==> src/sv/mcr_pkg.sv <==
// ----------------------------------------------------------------------------
// mcr_pkg: shared types and constants of the MCTP control responder
// Payload structs, command and status groups between the controller and the
// datapath, protocol codes, and the response byte lookup.
// ----------------------------------------------------------------------------
package mcr_pkg;

    localparam int BYTE_W    = 8;
    localparam int UUID_W    = 64;
    localparam int CFG_IDX_W = 8;
    localparam int SEEN_W    = 3;
    localparam int IDX_W     = 5;

    // Register indexes of the configuration port
    localparam logic [CFG_IDX_W-1:0] CFG_UUID_UPPER = 8'd0;
    localparam logic [CFG_IDX_W-1:0] CFG_UUID_LOWER = 8'd1;

    // Request lengths
    localparam logic [SEEN_W-1:0] HDR_LEN     = 3'd3;
    localparam logic [SEEN_W-1:0] SET_EID_LEN = 3'd5;

    // Request byte positions that get captured
    localparam logic [SEEN_W-1:0] POS_FIRST  = 3'd0;
    localparam logic [SEEN_W-1:0] POS_HEADER = 3'd1;
    localparam logic [SEEN_W-1:0] POS_CMD    = 3'd2;
    localparam logic [SEEN_W-1:0] POS_EID    = 3'd4;

    localparam logic [BYTE_W-1:0] MSG_TYPE_CONTROL = 8'h00;
    localparam int                RQ_BIT           = 7;

    localparam logic [BYTE_W-1:0] CMD_SET_EID   = 8'h01;
    localparam logic [BYTE_W-1:0] CMD_GET_EID   = 8'h02;
    localparam logic [BYTE_W-1:0] CMD_GET_UUID  = 8'h03;
    localparam logic [BYTE_W-1:0] CMD_GET_TYPES = 8'h05;

    localparam logic [BYTE_W-1:0] CC_SUCCESS     = 8'h00;
    localparam logic [BYTE_W-1:0] CC_BAD_LENGTH  = 8'h03;
    localparam logic [BYTE_W-1:0] CC_UNSUPPORTED = 8'h05;

    localparam logic [BYTE_W-1:0] TYPES_COUNT = 8'h01;

    // Response byte positions
    localparam logic [IDX_W-1:0] RSP_TYPE   = 5'd0;
    localparam logic [IDX_W-1:0] RSP_HEADER = 5'd1;
    localparam logic [IDX_W-1:0] RSP_CMD    = 5'd2;
    localparam logic [IDX_W-1:0] RSP_CODE   = 5'd3;
    localparam logic [IDX_W-1:0] RSP_DATA0  = 5'd4;
    localparam logic [IDX_W-1:0] RSP_DATA1  = 5'd5;
    localparam logic [IDX_W-1:0] RSP_UUID_LAST_UPPER = 5'd11;

    typedef struct packed {
        logic [BYTE_W-1:0] req_byte;
        logic              req_last;
    } req_t;

    typedef struct packed {
        logic [BYTE_W-1:0] resp_byte;
        logic              resp_last;
    } resp_t;

    typedef enum logic [2:0] {
        K_GET_EID,
        K_SET_OK,
        K_SET_BAD,
        K_UUID,
        K_TYPES,
        K_UNSUP
    } rsp_kind_t;

    // Controller to datapath
    typedef struct packed {
        logic capture;   // take the request byte on the input
        logic decide;    // classify the finished request
        logic load;      // move the next response byte to the output
    } mcr_cmd_t;

    // Datapath to controller
    typedef struct packed {
        logic respond;   // finished request calls for a response
        logic out_free;  // output register can take a byte this cycle
        logic final_idx; // byte being loaded is the last of the response
    } mcr_status_t;

    function automatic logic [IDX_W-1:0] last_index(input rsp_kind_t kind);
        logic [IDX_W-1:0] n;
        case (kind)
            K_GET_EID: n = 5'd6;
            K_SET_OK:  n = 5'd6;
            K_UUID:    n = 5'd19;
            K_TYPES:   n = 5'd5;
            default:   n = RSP_CODE;
        endcase
        return n;
    endfunction

    function automatic logic [BYTE_W-1:0] completion(input rsp_kind_t kind);
        logic [BYTE_W-1:0] cc;
        case (kind)
            K_SET_BAD: cc = CC_BAD_LENGTH;
            K_UNSUP:   cc = CC_UNSUPPORTED;
            default:   cc = CC_SUCCESS;
        endcase
        return cc;
    endfunction

endpackage

==> src/sv/mcr_ctrl.sv <==
// ----------------------------------------------------------------------------
// mcr_ctrl: sequencing state machine of the MCTP control responder
// Takes request bytes, hands a finished request to the datapath for
// classification, then paces the response bytes into the output register.
// ----------------------------------------------------------------------------
module mcr_ctrl
    import mcr_pkg::*;
(
    input  logic        clk,
    input  logic        rst_n,
    input  logic        req_valid,
    input  logic        req_last,
    input  mcr_status_t status,
    output logic        req_stall,
    output mcr_cmd_t    cmd
);

    typedef enum logic [2:0] {
        ST_IDLE   = 3'b001,
        ST_DECIDE = 3'b010,
        ST_SEND   = 3'b100
    } state_t;

    state_t state_reg;
    state_t state_next;

    always_comb
    begin
        state_next  = state_reg;
        req_stall   = 1'b1;
        cmd         = '0;
        case (state_reg)
            ST_IDLE:
            begin
                req_stall   = 1'b0;
                cmd.capture = req_valid;
                if (req_valid && req_last)
                begin
                    state_next = ST_DECIDE;
                end
            end
            ST_DECIDE:
            begin
                cmd.decide = 1'b1;
                state_next = status.respond ? ST_SEND : ST_IDLE;
            end
            ST_SEND:
            begin
                // advance one byte whenever the output slot frees up
                if (status.out_free)
                begin
                    cmd.load = 1'b1;
                    if (status.final_idx)
                    begin
                        state_next = ST_IDLE;
                    end
                end
            end
            default:
            begin
                state_next = ST_IDLE;
            end
        endcase
    end

    always_ff @(posedge clk or negedge rst_n)
    begin
        if (!rst_n)
        begin
            state_reg <= ST_IDLE;
        end
        else
        begin
            state_reg <= state_next;
        end
    end

endmodule

==> src/sv/mcr_dp.sv <==
// ----------------------------------------------------------------------------
// mcr_dp: datapath of the MCTP control responder
// Holds the endpoint ID, UUID registers and captured request bytes, builds
// response bytes by position and keeps the registered output stage.
// ----------------------------------------------------------------------------
module mcr_dp
    import mcr_pkg::*;
(
    input  logic                 clk,
    input  logic                 rst_n,
    input  mcr_cmd_t             cmd,
    input  req_t                 req,
    input  logic                 resp_stall,
    input  logic                 cfg_valid,
    input  logic [CFG_IDX_W-1:0] cfg_index,
    input  logic [UUID_W-1:0]    cfg_data,
    output mcr_status_t          status,
    output logic                 resp_valid,
    output resp_t                resp
);

    logic [BYTE_W-1:0] eid_reg;
    logic [SEEN_W-1:0] seen_reg;
    logic [SEEN_W-1:0] len_reg;
    logic [BYTE_W-1:0] first_reg;
    logic [BYTE_W-1:0] header_reg;
    logic [BYTE_W-1:0] cmd_reg;
    logic [BYTE_W-1:0] req_eid_reg;
    logic [UUID_W-1:0] uuid_upper_reg;
    logic [UUID_W-1:0] uuid_lower_reg;
    rsp_kind_t         kind_reg;
    logic [IDX_W-1:0]  idx_reg;
    logic              out_valid_reg;
    resp_t             out_reg;

    logic [SEEN_W-1:0]   seen_sat;
    logic                respond_c;
    rsp_kind_t           kind_c;
    logic [BYTE_W-1:0]   byte_c;
    logic [2*UUID_W-1:0] uuid_all;
    logic [3:0]          uuid_pos;

    assign seen_sat = (seen_reg < SET_EID_LEN) ? seen_reg + 3'd1 : seen_reg;

    // Classify the finished request
    assign respond_c = (len_reg >= HDR_LEN)
                    && (first_reg[BYTE_W-2:0] == MSG_TYPE_CONTROL[BYTE_W-2:0])
                    && header_reg[RQ_BIT];

    always_comb
    begin
        case (cmd_reg)
            CMD_GET_EID:   kind_c = K_GET_EID;
            CMD_SET_EID:   kind_c = (len_reg >= SET_EID_LEN) ? K_SET_OK : K_SET_BAD;
            CMD_GET_UUID:  kind_c = K_UUID;
            CMD_GET_TYPES: kind_c = K_TYPES;
            default:       kind_c = K_UNSUP;
        endcase
    end

    // Response byte at the current position; UUID bytes sit at 4 to 19
    assign uuid_all = {uuid_upper_reg, uuid_lower_reg};
    assign uuid_pos = idx_reg[3:0] - RSP_DATA0[3:0];

    always_comb
    begin
        byte_c = '0;
        case (idx_reg)
            RSP_TYPE:   byte_c = MSG_TYPE_CONTROL;
            RSP_HEADER: byte_c = {1'b0, header_reg[BYTE_W-2:0]};
            RSP_CMD:    byte_c = cmd_reg;
            RSP_CODE:   byte_c = completion(kind_reg);
            default:
            begin
                case (kind_reg)
                    K_GET_EID: byte_c = (idx_reg == RSP_DATA0) ? eid_reg : '0;
                    K_SET_OK:  byte_c = (idx_reg == RSP_DATA1) ? eid_reg : '0;
                    K_TYPES:   byte_c = (idx_reg == RSP_DATA0) ? TYPES_COUNT
                                                               : MSG_TYPE_CONTROL;
                    K_UUID:    byte_c = uuid_all[2*UUID_W-1 - BYTE_W*uuid_pos -: BYTE_W];
                    default:   byte_c = '0;
                endcase
            end
        endcase
    end

    assign status.respond   = respond_c;
    assign status.out_free  = !out_valid_reg || !resp_stall;
    assign status.final_idx = (idx_reg == last_index(kind_reg));

    assign resp_valid = out_valid_reg;
    assign resp       = out_reg;

    // Control state
    always_ff @(posedge clk or negedge rst_n)
    begin
        if (!rst_n)
        begin
            eid_reg        <= '0;
            seen_reg       <= '0;
            len_reg        <= '0;
            first_reg      <= '0;
            header_reg     <= '0;
            cmd_reg        <= '0;
            req_eid_reg    <= '0;
            uuid_upper_reg <= '0;
            uuid_lower_reg <= '0;
            out_valid_reg  <= 1'b0;
        end
        else
        begin
            if (cfg_valid && cfg_index == CFG_UUID_UPPER)
            begin
                uuid_upper_reg <= cfg_data;
            end
            if (cfg_valid && cfg_index == CFG_UUID_LOWER)
            begin
                uuid_lower_reg <= cfg_data;
            end
            if (cmd.capture)
            begin
                case (seen_reg)
                    POS_FIRST:  first_reg   <= req.req_byte;
                    POS_HEADER: header_reg  <= req.req_byte;
                    POS_CMD:    cmd_reg     <= req.req_byte;
                    POS_EID:    req_eid_reg <= req.req_byte;
                    default:    ;
                endcase
                if (req.req_last)
                begin
                    seen_reg <= '0;
                    len_reg  <= seen_sat;
                end
                else
                begin
                    seen_reg <= seen_sat;
                end
            end
            if (cmd.decide && respond_c && kind_c == K_SET_OK)
            begin
                eid_reg <= req_eid_reg;
            end
            if (cmd.load)
            begin
                out_valid_reg <= 1'b1;
            end
            else if (!resp_stall)
            begin
                out_valid_reg <= 1'b0;
            end
        end
    end

    // Payload registers
    always_ff @(posedge clk)
    begin
        if (cmd.decide)
        begin
            kind_reg <= kind_c;
            idx_reg  <= '0;
        end
        if (cmd.load)
        begin
            out_reg.resp_byte <= byte_c;
            out_reg.resp_last <= status.final_idx;
            idx_reg           <= idx_reg + 5'd1;
        end
    end

endmodule

==> src/sv/mctp_control_responder.sv <==
// ----------------------------------------------------------------------------
// mctp_control_responder: MCTP control message responder
// Answers Set/Get Endpoint ID, Get Endpoint UUID and Get Message Type
// Support requests, one byte per handshake on each side.
// ----------------------------------------------------------------------------
// Usage:
//   Request channel (req_valid / req_stall / req): one request byte per
//   accepted request, req_last on the final byte. Bytes are taken one per
//   cycle while no response is being built.
//   Response channel (resp_valid / resp_stall / resp): the response bytes,
//   resp_last on the final one. Malformed requests (too short, not a
//   control message, or the request bit clear) produce no response.
//   Configuration channel (cfg_valid / cfg_ready / cfg_index / cfg_data):
//   index 0 loads the upper UUID bytes, index 1 the lower; other indexes are
//   ignored. cfg_ready is always high.
// Timing:
//   Non-final bytes: one per cycle. After the final byte the controller
//   classifies the request in its decide state, then, in its send state,
//   loads one response byte per cycle into the output register (4 to 20
//   bytes) whenever that register is free. The input reopens as soon as
//   the last response byte is loaded, while it may still wait in the
//   output register.
//   A stalled receiver holds the output register and pauses the sequencer.
// Reset: clears the endpoint ID, UUID, byte counter and output valid.
// ----------------------------------------------------------------------------
module mctp_control_responder
    import mcr_pkg::*;
(
    input  logic                 clk,
    input  logic                 rst_n,
    input  logic                 req_valid,
    output logic                 req_stall,
    input  req_t                 req,
    output logic                 resp_valid,
    input  logic                 resp_stall,
    output resp_t                resp,
    input  logic                 cfg_valid,
    output logic                 cfg_ready,
    input  logic [CFG_IDX_W-1:0] cfg_index,
    input  logic [UUID_W-1:0]    cfg_data
);

    mcr_cmd_t    cmd;
    mcr_status_t status;

    // Register writes are taken in any cycle
    assign cfg_ready = 1'b1;

    // Sequencer: idle / classify / send
    mcr_ctrl u_ctrl
    (
        .clk       (clk),
        .rst_n     (rst_n),
        .req_valid (req_valid),
        .req_last  (req.req_last),
        .status    (status),
        .req_stall (req_stall),
        .cmd       (cmd)
    );

    // Captured request, endpoint state and output register
    mcr_dp u_dp
    (
        .clk        (clk),
        .rst_n      (rst_n),
        .cmd        (cmd),
        .req        (req),
        .resp_stall (resp_stall),
        .cfg_valid  (cfg_valid),
        .cfg_index  (cfg_index),
        .cfg_data   (cfg_data),
        .status     (status),
        .resp_valid (resp_valid),
        .resp       (resp)
    );

endmodule

==> config.mk <==
export PLATFORM = sky130hd
export DESIGN_NAME = mctp_control_responder
export DESIGN_NICKNAME = d
export VERILOG_FILES = /design/src/sv/mcr_pkg.sv /design/src/sv/mcr_ctrl.sv /design/src/sv/mcr_dp.sv /design/src/sv/mctp_control_responder.sv
export SDC_FILE = /design/constraint.sdc
export NUM_CORES = 1
export LEC_CHECK = 0
export BUFFER_PORTS_ARGS = -buffer_cell sky130_fd_sc_hd__buf_2
export CORE_MARGIN = 2
export CORE_UTILIZATION = 39
export CTS_BUF_LIST = sky130_fd_sc_hd__clkbuf_8
export DETAILED_ROUTE_END_ITERATION = 10
export PLACE_DENSITY = 0.66
export SYNTH_ARGS = -nofsm -noshare
export SYNTH_HDL_FRONTEND = slang
export SYNTH_SLANG_ARGS = --single-unit
==> constraint.sdc <==
create_clock -name clk -period 2.3 [get_ports clk]
set_input_delay 0.115 -clock clk [delete_from_list [all_inputs] [get_ports clk]]
set_output_delay 0.115 -clock clk [all_outputs]
set_load 0.005 [all_outputs]
==> impl_metrics.xml <==
<?xml version="1.0" encoding="UTF-8"?>
<metrics>
  <group name="critical_path">
    <metric name="crit_type" unit="">reg2reg</metric>
    <metric name="cp_slowest_cell" unit="">sky130_fd_sc_hd__mux4_2</metric>
    <metric name="worst_ep_arrival_time" unit="ns">2.35</metric>
    <metric name="timing.critical_path.required" unit="ns">2.53</metric>
    <metric name="crit-reg2reg-launch" unit="">u_dp.idx_reg[0]$_SDFFCE_PN0P_</metric>
    <metric name="timing.critical_path.from_type" unit="">register</metric>
    <metric name="critical_path_peak_fanout" unit="">15</metric>
    <metric name="setup.worst_path.start" unit="">u_dp.idx_reg[0]$_SDFFCE_PN0P_</metric>
    <metric name="end_kind" unit="">register</metric>
    <metric name="worstPathCellList" unit="">buf_12 -&gt; buf_4 -&gt; mux4_2 -&gt; nand2_1 -&gt; nand2_1 -&gt; a221oi_1 -&gt; o21ai_0</metric>
    <metric name="worst_path_most_repeated_cell" unit="">sky130_fd_sc_hd__nand2_1</metric>
    <metric name="largest_stage_delay_on_the_critical_path" unit="ns">0.52</metric>
  </group>
  <group name="synthesis">
    <metric name="synth_sequential_area_ratio" unit="%">55.1</metric>
    <metric name="synth_warnings" unit="">0</metric>
    <metric name="postSynth.asyncResetShare" unit="%">91.2</metric>
    <metric name="synth.cells.most_frequent" unit="">sky130_fd_sc_hd__dfrtp_1 (176), sky130_fd_sc_hd__mux2_2 (167), sky130_fd_sc_hd__nand2_1 (36)</metric>
    <metric name="yosys.area.top_type_share" unit="%">49.1</metric>
    <metric name="synth_cells" unit="">612</metric>
    <metric name="post-synth-top-count-cell" unit="">sky130_fd_sc_hd__dfrtp_1</metric>
    <metric name="synth_fp_nets" unit="">709</metric>
    <metric name="yosys_register_bits" unit="">194</metric>
    <metric name="synth_top_flop_cell" unit="">sky130_fd_sc_hd__dfrtp_1</metric>
    <metric name="number_of_synthesized_flops_with_an_enable_pin" unit="">17</metric>
    <metric name="yosysUniqueCellTypes" unit="">55</metric>
    <metric name="synthesis.area_per_instance" unit="µm²">14.7</metric>
    <metric name="synthesis.area" unit="mm²">0.00897</metric>
    <metric name="main_area_contributors_after_synthesis" unit="">sky130_fd_sc_hd__dfrtp_1 (49%), sky130_fd_sc_hd__mux2_2 (21%), sky130_fd_sc_hd__mux4_2 (7.0%)</metric>
    <metric name="synth_top_cell_by_area" unit="">sky130_fd_sc_hd__dfrtp_1</metric>
  </group>
  <group name="clock_network">
    <metric name="clock_sinks" unit="">194</metric>
    <metric name="tritoncts_clock_tree" unit="">built</metric>
    <metric name="clock_insertion_delay_at_the_later_pin_of_the_skew_report" unit="ns">0.50</metric>
    <metric name="cts_max_path_buffers" unit="">2</metric>
    <metric name="clkTransAtPathRegs" unit="ns">0.11</metric>
    <metric name="htreeDepth" unit="">4</metric>
    <metric name="ctsRootBufferMaster" unit="">sky130_fd_sc_hd__clkbuf_8</metric>
    <metric name="cts_made_buffers" unit="">17</metric>
  </group>
  <group name="timing">
    <metric name="timing.fmax" unit="GHz">0.473</metric>
    <metric name="holdWs" unit="ns">0.203</metric>
    <metric name="timing_max_transition_violations_final" unit="">0</metric>
    <metric name="finalWorstSetupSlack" unit="ns">0.187</metric>
    <metric name="setup_total_negative_slack" unit="ns">0</metric>
    <metric name="tightestPinTransition" unit="ns">0.674</metric>
    <metric name="setup-violations-final" unit="">0</metric>
    <metric name="grt_setup_unrepaired" unit="">false</metric>
    <metric name="worst_slew_margin_rel" unit="%">55.1</metric>
    <metric name="period_minus_slack" unit="ns">2.11</metric>
    <metric name="min_period_over_period" unit="%">91.9</metric>
    <metric name="post_route_clock_skew" unit="ns">0.0225</metric>
    <metric name="hold_viol" unit="">0</metric>
  </group>
  <group name="floorplanning">
    <metric name="die_h" unit="µm">156</metric>
    <metric name="core_area" unit="mm²">0.0226</metric>
    <metric name="ioPinCount" unit="">98</metric>
    <metric name="die_w" unit="µm">156</metric>
    <metric name="floorplan.initialDensity" unit="%">39.6</metric>
    <metric name="floorplan.rows" unit="">55</metric>
    <metric name="die_area" unit="mm²">0.0242</metric>
  </group>
  <group name="power_and_ir_drop">
    <metric name="combPwrFrac" unit="%">17.3</metric>
    <metric name="power_density" unit="mW/mm²">732</metric>
    <metric name="power.switching_fraction" unit="%">29.3</metric>
    <metric name="max-vdd-ir-drop" unit="mV">0.345</metric>
    <metric name="p_sw" unit="mW">2.39</metric>
    <metric name="share_seq_of_total_power" unit="%">51.9</metric>
    <metric name="cellInternalPower" unit="mW">5.76</metric>
    <metric name="power_frac_clock" unit="%">30.8</metric>
    <metric name="leakagePower" unit="nW">5.30</metric>
  </group>
  <group name="routing">
    <metric name="ant_nets" unit="">0</metric>
    <metric name="dr.max_layer_used" unit="">met4</metric>
    <metric name="first_pass_iters" unit="">4</metric>
    <metric name="met2RoutedLength" unit="mm">9.83</metric>
    <metric name="detail_routed_net_length_per_standard_cell" unit="µm">18.5</metric>
    <metric name="dr_total_vias" unit="">5687</metric>
    <metric name="route.final.wire_length" unit="mm">20.3</metric>
    <metric name="detail_route.vias_per_cell" unit="">5.17</metric>
    <metric name="drc" unit="">0</metric>
    <metric name="route.layer.met1.wl" unit="mm">9.50</metric>
    <metric name="wl_met3" unit="µm">730</metric>
    <metric name="drt-initial-drc-count" unit="">274</metric>
  </group>
  <group name="status">
    <metric name="run_status" unit="">completed</metric>
  </group>
  <group name="final_layout">
    <metric name="finalNonFillerCells" unit="">1100</metric>
    <metric name="insertedDiodeCount" unit="">0</metric>
    <metric name="area.growth.synth_to_final" unit="%">24.1</metric>
    <metric name="layout.nets" unit="">899</metric>
    <metric name="layout-drive-gt1-share" unit="%">45.3</metric>
    <metric name="num-fill-cells" unit="">1947</metric>
    <metric name="final_core_util" unit="%">49.2</metric>
  </group>
  <group name="place">
    <metric name="pre_cts_slack" unit="ns">0.0170</metric>
    <metric name="placedCellCount" unit="">983</metric>
    <metric name="detailed_placer_s_ending_hpwl" unit="mm">13.7</metric>
    <metric name="finalWeightedCongestion" unit="">0.780</metric>
    <metric name="placement.io_buffers" unit="">96</metric>
  </group>
  <group name="global_routing">
    <metric name="grt.total_usage" unit="%">17.2</metric>
    <metric name="antenna_found_initial" unit="">0</metric>
    <metric name="grt_pass1_vias" unit="">5911</metric>
    <metric name="maximum_number_of_pins_on_one_net_before_global_route_repair" unit="">70</metric>
    <metric name="gr-total-overflow" unit="">0</metric>
    <metric name="first_pass_grt_wire_length" unit="mm">32.1</metric>
  </group>
  <group name="job">
    <metric name="maxCapViolations" unit="">0</metric>
  </group>
  <group name="min_path">
    <metric name="hp-class" unit="">in2async</metric>
  </group>
</metrics>
-- worst paths after layout --
| kind | end | slack, ns | cells after the start |
|---|---|---|---|
| max reg2reg | u_dp.resp[2]$_DFFE_PP_ | 0.19 | 7 |
| max in group asynchronous | u_dp.req_eid_reg[5]$_DFFE_PN0P_ | 1.35 | 3 |
| max | u_dp.resp[2]$_DFFE_PP_ | 0.19 | 7 |
| min in group clk | u_dp.uuid_upper_reg[9]$_DFFE_PN0P_ | 0.28 | 4 |
| min reg2reg | u_dp.uuid_lower_reg[55]$_DFFE_PN0P_ | 0.51 | 1 |
| min | u_dp.resp_valid$_DFFE_PN0P_ | 0.20 | 2 |
-- per-layer routing --
layer  GRT usage (%)  vias up
li1                -     2636
met1            23.7     2922
met2            28.1      110
met3            3.17       19
met4            5.07        0
met5               0        -
-- what timing repair did --
action | 4_1_cts | 5_1_grt
buffers inserted | 0 | 8
setup endpoints to repair | 0 | 7
hold endpoints to repair | 226 | 0
hold buffers | 76 | 0
gates resized for setup | 0 | 2
-- placed cells by master (no fill, tap or decap), types with 4 or more instances in the layout --
| cell type | count |
|---|---|
| sky130_fd_sc_hd__ha_1 | 11 |
| sky130_fd_sc_hd__dfrtp_1 | 176 |
| sky130_fd_sc_hd__a22oi_1 | 5 |
| sky130_fd_sc_hd__buf_4 | 22 |
| sky130_fd_sc_hd__mux4_1 | 4 |
| sky130_fd_sc_hd__nand3_1 | 4 |
| sky130_fd_sc_hd__buf_12 | 6 |
| sky130_fd_sc_hd__o21ai_0 | 14 |
| sky130_fd_sc_hd__mux2i_1 | 12 |
| sky130_fd_sc_hd__nor4_1 | 4 |
| sky130_fd_sc_hd__clkbuf_8 | 17 |
| sky130_fd_sc_hd__inv_1 | 11 |
| sky130_fd_sc_hd__dlygate4sd3_1 | 76 |
| sky130_fd_sc_hd__a221oi_1 | 8 |
| sky130_fd_sc_hd__mux4_2 | 28 |
| sky130_fd_sc_hd__buf_2 | 95 |
| sky130_fd_sc_hd__clkinv_8 | 4 |
| sky130_fd_sc_hd__edfxtp_1 | 17 |
| sky130_fd_sc_hd__nand2_1 | 36 |
| sky130_fd_sc_hd__nor2_1 | 23 |
| sky130_fd_sc_hd__inv_6 | 4 |
| sky130_fd_sc_hd__mux2_2 | 167 |
| sky130_fd_sc_hd__a21oi_1 | 8 |
-- per-stage QoR --
step                      area [µm²]  power (mW)
after floorplan                 8970        5.11
after global placement          9810        5.55
after detailed placement        9810        5.59
after CTS                      11000        8.21
after global routing           11100        8.56
final                          11100        8.15
-- worst max-delay path, delay by kind of cell, from the launching register on --
| family | cells | cell delay (ns) |
|---|---|---|
| buffers and inverters | 2 | 0.35 |
| AOI/OAI and AO/OA | 2 | 0.32 |
| and+or+nand+nor | 2 | 0.15 |
| DFF | 1 | 0.50 |
| muxes | 1 | 0.52 |
-- logic make-up after synthesis --
kind of cell             count (synthesis)  share of synthesized area, %
AO/OA/AOI/OAI                           47                          3.52
XOR/XNOR                                 3                         0.293
adder cells (fa/ha/maj)                 11                          1.53
buffers and inverters                   42                          3.07
flip-flops                             194                          55.1
multiplexers                           211                          30.5
other                                    1                        0.0418
AND/OR/NAND/NOR                        103                          5.96
-- power groups by stage --
stage	combinational (mW)	sequential, mW	clock [mW]
final	1.41	4.23	2.51
after global routing	1.56	4.29	2.71
after CTS	1.41	4.23	2.58
after detailed placement	1.30	4.29	0
after global placement	1.27	4.28	0
after floorplan	0.929	4.18	0
-- layout make-up --
cell class	count	area, µm²	share of cell area, %
inverter	12	45.0	0.404
clock inverter	15	226	2.03
tap	285	357	3.20
clock buffer	17	234	2.10
multi-input combinational	376	3770	33.9
sequential	194	4940	44.4
timing repair buffer	201	1560	14.0
Note: power is estimated with default switching activity, not from simulation.
